===== src/hsa_pkg.sv =====
`timescale 1ns / 1ps

package hsa_pkg;

	// default pool geometry and field widths
	localparam int SLOT_COUNT_LOG_DEF = 10;
	localparam int HASH_W             = 64;
	localparam int SIZE_W             = 16;
	localparam int SLOT_W             = 10;
	localparam int STATUS_W           = 3;
	localparam int CMD_W              = 2;
	localparam int POS_W              = 5;

	// register file
	localparam int               CFG_ADDR_W    = 3;
	localparam int               CFG_DATA_W    = 32;
	localparam logic [0:0]       REG_SLOT_SIZE = 1'b0;
	localparam logic [SIZE_W-1:0] SLOT_SIZE_RST = 16'd64;

	typedef enum logic [CMD_W-1:0] {
		CMD_ALLOC    = 2'd0,
		CMD_FREE     = 2'd1,
		CMD_DESTRUCT = 2'd2
	} cmd_t;

	typedef enum logic [STATUS_W-1:0] {
		ST_OK          = 3'd0,
		ST_WRONG_SIZE  = 3'd1,
		ST_DESTRUCTED  = 3'd2,
		ST_FULL        = 3'd3,
		ST_DOUBLE_FREE = 3'd4,
		ST_UNDERFLOW   = 3'd5
	} status_t;

	// result of one bitmap word scan
	typedef struct packed {
		logic             found;
		logic [POS_W-1:0] pos;
	} scan_res_t;

endpackage


===== src/hsa_if.sv =====
`timescale 1ns / 1ps

// command channel
interface hsa_req_if;
	import hsa_pkg::*;
	logic                valid;
	logic                ready;
	logic [CMD_W-1:0]    cmd;
	logic [SIZE_W-1:0]   request_size;
	logic [HASH_W-1:0]   key_hash;
	logic [SLOT_W-1:0]   release_slot;

	modport source (output valid, cmd, request_size, key_hash, release_slot, input ready);
	modport sink (input valid, cmd, request_size, key_hash, release_slot, output ready);
endinterface

// response channel
interface hsa_rsp_if;
	import hsa_pkg::*;
	logic                valid;
	logic                ready;
	logic [STATUS_W-1:0] status;
	logic [SLOT_W-1:0]   granted_slot;
	logic                pool_drained;

	modport source (output valid, status, granted_slot, pool_drained, input ready);
	modport sink (input valid, status, granted_slot, pool_drained, output ready);
endinterface


===== src/hashed_slot_allocator_unit.sv =====
`timescale 1ns / 1ps

// Slot pool allocator with a taken bitmap held in a word-wide memory.
// After reset the block clears the bitmap, one word per cycle, through all
// 2^SLOT_COUNT_LOG/32 words (32 at the default size; below 64 slots the bitmap
// is two words of 2^(SLOT_COUNT_LOG-1) bits) with req.ready low;
// register writes are taken meanwhile.
// An allocate probes from the slot picked by the top bits of key_hash,
// one bitmap word per cycle through a single scan unit on the memory read
// port, visiting from 1 up to words+1 words for a full pass. A free reads
// the word, then writes it back. Destruct, rejected allocates and the
// unused command code answer without a memory access. One transaction
// is in work at a time.
module hashed_slot_allocator_unit #(
	parameter int SLOT_COUNT_LOG = hsa_pkg::SLOT_COUNT_LOG_DEF
) (
	input  logic                           clk,
	input  logic                           arst_n,
	hsa_req_if.sink                        req,
	hsa_rsp_if.source                      rsp,
	input  logic                           psel,
	input  logic                           penable,
	input  logic                           pwrite,
	input  logic [hsa_pkg::CFG_ADDR_W-1:0] paddr,
	input  logic [hsa_pkg::CFG_DATA_W-1:0] pwdata,
	output logic [hsa_pkg::CFG_DATA_W-1:0] prdata,
	output logic                           pready
);
	import hsa_pkg::*;

	localparam int N         = SLOT_COUNT_LOG;
	localparam int LOG_W     = (N - 1 < POS_W) ? N - 1 : POS_W;
	localparam int WORD_W    = 1 << LOG_W;
	localparam int ADDR_W    = N - LOG_W;
	localparam int WORDS     = 1 << ADDR_W;
	localparam int VIS_W     = ADDR_W + 1;
	localparam int CNT_W     = N + 1;
	localparam int REL_EXT_W = N + SLOT_W;

	typedef enum logic [3:0] {
		S_CLEAR = 4'b0001,
		S_IDLE  = 4'b0010,
		S_PROBE = 4'b0100,
		S_FREE  = 4'b1000
	} state_t;

	state_t             state_q, state_d;
	logic [ADDR_W-1:0]  word_q, word_d;
	logic [LOG_W-1:0]   bit_q, bit_d;
	logic [VIS_W-1:0]   vis_q, vis_d;
	logic [CNT_W-1:0]   cnt_q, cnt_d;
	logic               destr_q, destr_d;
	logic [ADDR_W-1:0]  clr_q, clr_d;

	logic               rsp_valid_q;
	logic [STATUS_W-1:0] status_q;
	logic [SLOT_W-1:0]  slot_q;
	logic               drained_q;

	logic               res_load;
	status_t            res_status;
	logic [N-1:0]       res_slot;
	logic               res_drained;
	logic [REL_EXT_W-1:0] res_ext;

	logic               wr_en, rd_en;
	logic [ADDR_W-1:0]  wr_addr, rd_addr;
	logic [WORD_W-1:0]  wr_data, rd_data;
	logic [WORD_W-1:0]  eligible;
	scan_res_t          scan;
	logic [LOG_W-1:0]   free_pos;

	logic [SIZE_W-1:0]  slot_size;
	logic               accept;
	logic [N-1:0]       start_slot;
	logic [REL_EXT_W-1:0] rel_ext;
	logic               rel_oor;
	logic [N-1:0]       rel_idx;

	hsa_cfg u_cfg (
		.clk       (clk),
		.arst_n    (arst_n),
		.psel      (psel),
		.penable   (penable),
		.pwrite    (pwrite),
		.paddr     (paddr),
		.pwdata    (pwdata),
		.prdata    (prdata),
		.pready    (pready),
		.slot_size (slot_size)
	);

	hsa_bitmap #(
		.ADDR_W (ADDR_W),
		.WORD_W (WORD_W)
	) u_bitmap (
		.clk     (clk),
		.wr_en   (wr_en),
		.wr_addr (wr_addr),
		.wr_data (wr_data),
		.rd_en   (rd_en),
		.rd_addr (rd_addr),
		.rd_data (rd_data)
	);

	hsa_scan #(
		.WORD_W (WORD_W)
	) u_scan (
		.taken    (rd_data),
		.eligible (eligible),
		.res      (scan)
	);

	// handshake: a new transaction only when idle and the response slot drains
	assign req.ready = (state_q == S_IDLE) && (!rsp_valid_q || rsp.ready);
	assign accept    = req.valid && req.ready;

	// request decode
	assign start_slot = req.key_hash[HASH_W-1 -: N];
	assign rel_ext    = {{N{1'b0}}, req.release_slot};
	assign rel_oor    = |rel_ext[REL_EXT_W-1:N];
	assign rel_idx    = rel_ext[N-1:0];

	// first visit of the start word skips bits below the start slot
	assign eligible = (vis_q == '0) ? ({WORD_W{1'b1}} << bit_q) : {WORD_W{1'b1}};
	assign free_pos = scan.pos[LOG_W-1:0];

	// sequencer
	always_comb begin
		state_d     = state_q;
		word_d      = word_q;
		bit_d       = bit_q;
		vis_d       = vis_q;
		cnt_d       = cnt_q;
		destr_d     = destr_q;
		clr_d       = clr_q;
		wr_en       = 1'b0;
		wr_addr     = word_q;
		wr_data     = '0;
		rd_en       = 1'b0;
		rd_addr     = word_q;
		res_load    = 1'b0;
		res_status  = ST_OK;
		res_slot    = '0;
		res_drained = 1'b0;

		unique case (state_q)
			S_CLEAR: begin
				wr_en   = 1'b1;
				wr_addr = clr_q;
				clr_d   = clr_q + 1'b1;
				if (clr_q == ADDR_W'(WORDS - 1)) begin
					state_d = S_IDLE;
				end
			end

			S_IDLE: begin
				if (accept) begin
					unique case (req.cmd)
						CMD_ALLOC: begin
							if (req.request_size != slot_size) begin
								res_load   = 1'b1;
								res_status = ST_WRONG_SIZE;
							end else if (destr_q) begin
								res_load   = 1'b1;
								res_status = ST_DESTRUCTED;
							end else begin
								rd_en   = 1'b1;
								rd_addr = start_slot[N-1:LOG_W];
								word_d  = start_slot[N-1:LOG_W];
								bit_d   = start_slot[LOG_W-1:0];
								vis_d   = '0;
								state_d = S_PROBE;
							end
						end
						CMD_FREE: begin
							if (rel_oor) begin
								res_load   = 1'b1;
								res_status = ST_DOUBLE_FREE;
							end else begin
								rd_en   = 1'b1;
								rd_addr = rel_idx[N-1:LOG_W];
								word_d  = rel_idx[N-1:LOG_W];
								bit_d   = rel_idx[LOG_W-1:0];
								state_d = S_FREE;
							end
						end
						CMD_DESTRUCT: begin
							res_load = 1'b1;
							if (!destr_q) begin
								destr_d     = 1'b1;
								res_drained = (cnt_q == '0);
							end
						end
						default: begin
							res_load = 1'b1;
						end
					endcase
				end
			end

			S_PROBE: begin
				if (scan.found) begin
					wr_en    = 1'b1;
					wr_data  = rd_data | (WORD_W'(1) << free_pos);
					cnt_d    = cnt_q + 1'b1;
					res_load = 1'b1;
					res_slot = {word_q, free_pos};
					state_d  = S_IDLE;
				end else if (vis_q == VIS_W'(WORDS)) begin
					res_load   = 1'b1;
					res_status = ST_FULL;
					state_d    = S_IDLE;
				end else begin
					rd_en   = 1'b1;
					rd_addr = word_q + 1'b1;
					word_d  = word_q + 1'b1;
					vis_d   = vis_q + 1'b1;
				end
			end

			S_FREE: begin
				res_load = 1'b1;
				state_d  = S_IDLE;
				if (!rd_data[bit_q]) begin
					res_status = ST_DOUBLE_FREE;
				end else begin
					wr_en   = 1'b1;
					wr_data = rd_data & ~(WORD_W'(1) << bit_q);
					if (cnt_q == '0) begin
						res_status = ST_UNDERFLOW;
					end else begin
						cnt_d       = cnt_q - 1'b1;
						res_drained = destr_q && (cnt_q == CNT_W'(1));
					end
				end
			end

			default: begin
				state_d = S_IDLE;
			end
		endcase
	end

	// control state
	always_ff @(posedge clk or negedge arst_n) begin
		if (!arst_n) begin
			state_q <= S_CLEAR;
			word_q  <= '0;
			bit_q   <= '0;
			vis_q   <= '0;
			cnt_q   <= '0;
			destr_q <= 1'b0;
			clr_q   <= '0;
		end else begin
			state_q <= state_d;
			word_q  <= word_d;
			bit_q   <= bit_d;
			vis_q   <= vis_d;
			cnt_q   <= cnt_d;
			destr_q <= destr_d;
			clr_q   <= clr_d;
		end
	end

	// response register
	always_ff @(posedge clk or negedge arst_n) begin
		if (!arst_n) begin
			rsp_valid_q <= 1'b0;
		end else if (res_load) begin
			rsp_valid_q <= 1'b1;
		end else if (rsp.ready) begin
			rsp_valid_q <= 1'b0;
		end
	end

	assign res_ext = {{SLOT_W{1'b0}}, res_slot};

	always_ff @(posedge clk) begin
		if (res_load) begin
			status_q  <= res_status;
			slot_q    <= res_ext[SLOT_W-1:0];
			drained_q <= res_drained;
		end
	end

	assign rsp.valid        = rsp_valid_q;
	assign rsp.status       = status_q;
	assign rsp.granted_slot = slot_q;
	assign rsp.pool_drained = drained_q;

endmodule


===== src/hsa_cfg.sv =====
`timescale 1ns / 1ps

module hsa_cfg (
	input  logic                             clk,
	input  logic                             arst_n,
	input  logic                             psel,
	input  logic                             penable,
	input  logic                             pwrite,
	input  logic [hsa_pkg::CFG_ADDR_W-1:0]   paddr,
	input  logic [hsa_pkg::CFG_DATA_W-1:0]   pwdata,
	output logic [hsa_pkg::CFG_DATA_W-1:0]   prdata,
	output logic                             pready,
	output logic [hsa_pkg::SIZE_W-1:0]       slot_size
);
	import hsa_pkg::*;

	logic [SIZE_W-1:0] slot_size_q;
	logic              reg_hit;

	assign reg_hit = (paddr[CFG_ADDR_W-1:2] == REG_SLOT_SIZE);
	assign pready  = 1'b1;

	// register write on the access phase
	always_ff @(posedge clk or negedge arst_n) begin
		if (!arst_n) begin
			slot_size_q <= SLOT_SIZE_RST;
		end else if (psel && penable && pwrite && reg_hit) begin
			slot_size_q <= pwdata[SIZE_W-1:0];
		end
	end

	// read-back
	always_comb begin
		prdata = '0;
		if (reg_hit) begin
			prdata = {{(CFG_DATA_W-SIZE_W){1'b0}}, slot_size_q};
		end
	end

	assign slot_size = slot_size_q;

endmodule


===== src/hsa_bitmap.sv =====
`timescale 1ns / 1ps

// taken bitmap, one word written and one word read per cycle
module hsa_bitmap #(
	parameter int ADDR_W = 5,
	parameter int WORD_W = 32
) (
	input  logic              clk,
	input  logic              wr_en,
	input  logic [ADDR_W-1:0] wr_addr,
	input  logic [WORD_W-1:0] wr_data,
	input  logic              rd_en,
	input  logic [ADDR_W-1:0] rd_addr,
	output logic [WORD_W-1:0] rd_data
);
	localparam int DEPTH = 1 << ADDR_W;

	logic [WORD_W-1:0] mem [DEPTH];
	logic [WORD_W-1:0] rd_data_q;

	always_ff @(posedge clk) begin
		if (wr_en) begin
			mem[wr_addr] <= wr_data;
		end
		if (rd_en) begin
			rd_data_q <= mem[rd_addr];
		end
	end

	assign rd_data = rd_data_q;

endmodule


===== src/hsa_scan.sv =====
`timescale 1ns / 1ps

// lowest free bit among the eligible bits of one bitmap word
module hsa_scan #(
	parameter int WORD_W = 32
) (
	input  logic [WORD_W-1:0]  taken,
	input  logic [WORD_W-1:0]  eligible,
	output hsa_pkg::scan_res_t res
);
	import hsa_pkg::*;

	always_comb begin
		res = '0;
		for (int i = WORD_W - 1; i >= 0; i--) begin
			if (!taken[i] && eligible[i]) begin
				res.found = 1'b1;
				res.pos   = POS_W'(i);
			end
		end
	end

endmodule


===== src/flat_wrapper.sv =====
// flat-port wrapper written by rule: the top's interface ports become plain ports
module hashed_slot_allocator_unit_flat import hsa_pkg::*;
#(
	parameter int SLOT_COUNT_LOG = hsa_pkg::SLOT_COUNT_LOG_DEF
)
  (clk, arst_n, psel, penable, pwrite, paddr, pwdata, prdata, pready, req_valid, req_cmd, req_request_size, req_key_hash, req_release_slot, req_ready, rsp_valid, rsp_status, rsp_granted_slot, rsp_pool_drained, rsp_ready);
  hsa_req_if req_i ();
  hsa_rsp_if rsp_i ();
  input  logic clk;
  input  logic arst_n;
  input  logic psel;
  input  logic penable;
  input  logic pwrite;
  input  logic [hsa_pkg::CFG_ADDR_W-1:0] paddr;
  input  logic [hsa_pkg::CFG_DATA_W-1:0] pwdata;
  output logic [hsa_pkg::CFG_DATA_W-1:0] prdata;
  output logic pready;
  input wire logic [$bits(req_i.valid)-1:0] req_valid;
  input wire logic [$bits(req_i.cmd)-1:0] req_cmd;
  input wire logic [$bits(req_i.request_size)-1:0] req_request_size;
  input wire logic [$bits(req_i.key_hash)-1:0] req_key_hash;
  input wire logic [$bits(req_i.release_slot)-1:0] req_release_slot;
  output wire logic [$bits(req_i.ready)-1:0] req_ready;
  output wire logic [$bits(rsp_i.valid)-1:0] rsp_valid;
  output wire logic [$bits(rsp_i.status)-1:0] rsp_status;
  output wire logic [$bits(rsp_i.granted_slot)-1:0] rsp_granted_slot;
  output wire logic [$bits(rsp_i.pool_drained)-1:0] rsp_pool_drained;
  input wire logic [$bits(rsp_i.ready)-1:0] rsp_ready;
  assign req_i.valid = req_valid;
  assign req_i.cmd = req_cmd;
  assign req_i.request_size = req_request_size;
  assign req_i.key_hash = req_key_hash;
  assign req_i.release_slot = req_release_slot;
  assign req_ready = req_i.ready;
  assign rsp_valid = rsp_i.valid;
  assign rsp_status = rsp_i.status;
  assign rsp_granted_slot = rsp_i.granted_slot;
  assign rsp_pool_drained = rsp_i.pool_drained;
  assign rsp_i.ready = rsp_ready;
  hashed_slot_allocator_unit #(.SLOT_COUNT_LOG(SLOT_COUNT_LOG)) u_core (.clk(clk), .arst_n(arst_n), .req(req_i), .rsp(rsp_i), .psel(psel), .penable(penable), .pwrite(pwrite), .paddr(paddr), .pwdata(pwdata), .prdata(prdata), .pready(pready));
endmodule

===== config.mk =====
export PLATFORM = sky130hd
export DESIGN_NAME = hashed_slot_allocator_unit_flat
export DESIGN_NICKNAME = d
export VERILOG_FILES = /design/src/hsa_pkg.sv /design/src/hsa_if.sv /design/src/hashed_slot_allocator_unit.sv /design/src/hsa_cfg.sv /design/src/hsa_bitmap.sv /design/src/hsa_scan.sv /design/src/flat_wrapper.sv
export SDC_FILE = /design/constraint.sdc
export NUM_CORES = 2
export LEC_CHECK = 0
export CORE_MARGIN = 4
export CORE_UTILIZATION = 40
export CTS_BUF_LIST = sky130_fd_sc_hd__clkbuf_4 sky130_fd_sc_hd__clkbuf_8
export CTS_CLUSTER_SIZE = 30
export DETAILED_ROUTE_END_ITERATION = 8
export DONT_BUFFER_PORTS = 1
export SYNTH_ARGS = -nofsm -noshare
export SYNTH_HDL_FRONTEND = slang
export SYNTH_HIERARCHICAL = 1
export SYNTH_SLANG_ARGS = --single-unit
export TNS_END_PERCENT = 20

===== constraint.sdc =====
create_clock -name clk -period 7.8 [get_ports clk]
set_input_delay 0.39 -clock clk [delete_from_list [all_inputs] [get_ports clk]]
set_output_delay 0.39 -clock clk [all_outputs]
set_load 0.1 [all_outputs]

==> metrics.md <==
| Metric | Value |
|---|---|
| Outcome | complete, no violations |
| Synth async-reset ratio | 0.04804 |
| Post-synthesis sequential area ratio | 0.7146 |
| CP Capture Type | register |
| Max_cap viols | 0 |
| Crit-path cells | inv_1 -> ha_1 -> nor4b_1 -> nor2b_1 -> and2_1 -> o21ai_0 -> nor2b_4 -> or4_4 -> nor3_1 -> nand2_1 -> a211oi_2 -> buf_4 -> nor2_1 -> o311ai_2 -> buf_12 -> buf_12 -> buf_4 -> mux2i_1 -> a22oi_1 -> nand3_1 -> nand3_1 |
| Die ar. | 0.1227 mm² |
| Worst Tran Pin Value | 1273 ps |
| Worst-path clk slew | 60 ps |
| Number of flops mapped to enable cells by yosys | 1070 |
| Worst EP required | 8330 ps |
| Tot Pwr | 16.93 mW |
| Critical path's largest stage delay | 560 ps |
| Vert. Die Dim | 350.3 µm |
| Global Route Usage Sum | 0.2060 |
| Cell variety after synth | 87 |
| Gpl congestion | 0.9046 |
| Layout Area Growth over Synthesis | 14.52% |
| # setup viols final | 0 |
| CP Max Fanout | 64 |
| CTS tree | built |
| Max Root-Sink Buffers | 3 |
| Pwr per Cell Area | 315.4 mW/mm² |
| PortBufs | 0 |
| Post-Synthesis Cells | 2956 |
| # IOs | 183 |
| Final HPWL DP | 70.22 mm |
| Synthesized area | 0.04686 mm² |
| DRC viols | 0 |
| Post-layout min period | 6516 ps |
| CTS H-tree depth | 4 |
| Final period util | 0.8354 |
| Worst hold slack | 75.88 ps |
| Worst path top cell family by delay | simple AND/OR/NAND/NOR gates |
| CP Data Arrival Time | 7050 ps |
| RSZ-0062 raised after global routing | false |
| Vias per cell | 5.682 |
| Synthesized area per cell | 15.85 µm² |
| Yosys warns | 6 |
| Layout cells sized above 1 | 0.1719 |
| Number of synthesized register bits | 1124 |
| Fin nets | 3301 |
| Slew HR | 0.1493 |
| First-pass GRT wire length | 184.0 mm |
| Largest net degree at the start of global routing | 73 |
| Yosys top cell by area | edfxtp_1 |
| Antenna-violating nets left | 0 |
| Maximum VDD drop | 0.4249 mV |
| Pleak | 17.46 nW |
| Die Span X | 350.3 µm |
| Clock skew | 43.02 ps |
| CP Launch Type | register |
| Util after Layout | 0.4618 |
| Global route overflow | 0 |
| Post-cts resize count | 0 |
| Max Clk Rate | 0.1535 GHz |
| Hold Crit Class | primary input to asynchronous set/reset pin |
| DRT iter0 DRCs | 2592 |
| Setup TNS | 0 ps |
| Core Area | 0.1162 mm² |
| Vias in the first global route | 27174 |
| Routed via count | 27380 |
| Synth Flop Type | edfxtp_1 |
| Number of antenna violations at the first check in global routing | 3 |
| WS Path Type | register to register |
| Fill cells | 9945 |
| Slowest cell on crit path | or4_4 |
| WP buf/inv | 5 |
| Clock Tree Root | clkbuf_8 |
| Initial core utilization | 0.4033 |
| Worst skew pair latency | 840 ps |
| Final Hold Fails | 0 |
| DR WL/cell | 26.67 µm |
| Area share of the largest cell type after synthesis | 0.6857 |
| Area post-placement | 0.04951 mm² |
| Rows | 125 |
| Router iterations before antenna repair | 6 |
| Num CTS Buffers | 176 |
| Post-route cell area | 0.05367 mm² |
| Clock Sink Count | 1124 |
| Max Slew Vio Count | 0 |
| Largest cells by area after synthesis | edfxtp_1 69%, mux2i_1 11%, dfrtp_1 2.8% |
| Drt total wl | 128.5 mm |
## state kept, by name (all words and copies together), names as in the netlist
signal / cells
u_core/u_cfg/slot_size: 16
u_core/rsp.pool_drained: 1
u_core/state_q: 4
u_core/u_bitmap/mem: 1024
u_core/vis_q: 6
u_core/destr_q: 1
u_core/bit_q: 5
u_core/word_q: 5
u_core/rsp.valid: 1
u_core/cnt_q: 11
u_core/rsp.status: 3
u_core/clr_q: 5
u_core/rsp.granted_slot: 10
u_core/u_bitmap/rd_data: 32
## cells in the mapped netlist, drive strengths merged (7+ instances only)
cell / number
clkbuf: 64
buf: 121
and2b: 10
nand2: 153
a31oi: 44
xnor2: 28
inv: 16
edfxtp: 1070
nor2: 85
mux2i: 518
nand2b: 28
and3: 17
dfrtp: 52
a22o: 65
o21ai: 34
a21oi: 128
a211oi: 21
nor2b: 41
ha: 8
nand3b: 7
or2: 8
mux2: 33
and2: 10
nor3: 53
nand3: 118
a22oi: 99
nand4: 19
## layout by cell type, fill, tap and decap left out, types with 34 or more instances in the layout
cell type      count
nand2_1          151
dlygate4sd3_1     64
edfxtp_1        1070
clkinv_1          36
dfrtp_1           52
a31oi_1           44
a22o_1            65
clkbuf_4          68
nor2_1            49
nand3_1          118
nor3_1            49
a22oi_1           99
clkbuf_8         185
nor2_4            34
a21oi_1          121
mux2i_1          518
buf_4            104
## metrics by stage
stage	std cells	setup slack (ps)
finish	4819	1284
global route	4818	915.7
CTS	4816	1401
detailed placement	4439	1462
global placement	4439	1496
floorplan	2971	2075
## routing by layer
metal,track usage,part of all wire
met3,0.03486,0.073
met1,0.2783,0.42
met5,0,0
met2,0.3389,0.48
met4,0.07162,0.028
## worst paths after layout
| path | startpoint | to | slack [ps] | cells after the start |
|---|---|---|---|---|
| worst min register to register | u_core/cnt_q[10] | u_core/cnt_q[10] | 510 | 1 |
| min in group clk | req_request_size[9] | u_core/rsp.status[1] | 100 | 5 |
| worst min-delay path | arst_n | u_core/vis_q[5] | 80 | 2 |
| worst max register to register | u_core/vis_q[0] | u_core/u_bitmap/rd_data[29] | 1280 | 21 |
| worst max-delay path | u_core/vis_q[0] | u_core/u_bitmap/rd_data[29] | 1280 | 21 |
| max in group asynchronous | arst_n | u_core/u_cfg/slot_size[6] | 7390 | 2 |
## area by class of cell
| cell class | instances | area [µm²] | share of cell area |
|---|---|---|---|
| inverters | 16 | 60.06 | 0.001119 |
| flip-flops and latches | 1124 | 33480 | 0.6240 |
| clock buffers | 253 | 3057 | 0.05696 |
| well taps | 1524 | 1907 | 0.03553 |
| diodes | 2 | 5.005 | 0.00009326 |
| repair buffers | 195 | 1964 | 0.03660 |
| clock inverters | 59 | 415.4 | 0.007741 |
| multi-input cells | 1646 | 12770 | 0.2380 |
## power by group
part / internal [mW] / total [mW] / switching (mW)
Clock: 2.68 / 4.89 / 2.21
Combinational: 1.85 / 5.03 / 3.19
Sequential: 6.73 / 7.01 / 0.277
## worst reg2reg max path, cell delays in order, from the launching register on
cell      delay (ps)
dfrtp_1          430
inv_1             90
ha_1             130
nor4b_1          460
nor2b_1          370
and2_1           530
o21ai_0          230
nor2b_4          180
or4_4            560
nor3_1           240
nand2_1          280
a211oi_2         230
buf_4            240
nor2_1           100
o311ai_2         420
buf_12           280
buf_12           400
buf_4            440
mux2i_1          230
a22oi_1           90
nand3_1          140
nand3_1          160
## repair_timing
| item | 4_1_cts | 5_1_grt |
|---|---|---|
| hold buffers | 65 | 0 |
| endpoints found under the hold margin | 85 | 0 |
| buffers inserted | 0 | 0 |
## logic make-up after synthesis
family	after synthesis	share of synthesized area
flip-flops	1124	0.7146
AND/OR/NAND/NOR	590	0.06584
multiplexers	557	0.1223
AO/OA/AOI/OAI	440	0.06403
buffers and inverters	201	0.02475
XOR/XNOR	33	0.006168
adder cells (fa/ha/maj)	8	0.002136
other	3	0.0002403
Power figures use the tool's default switching activity.
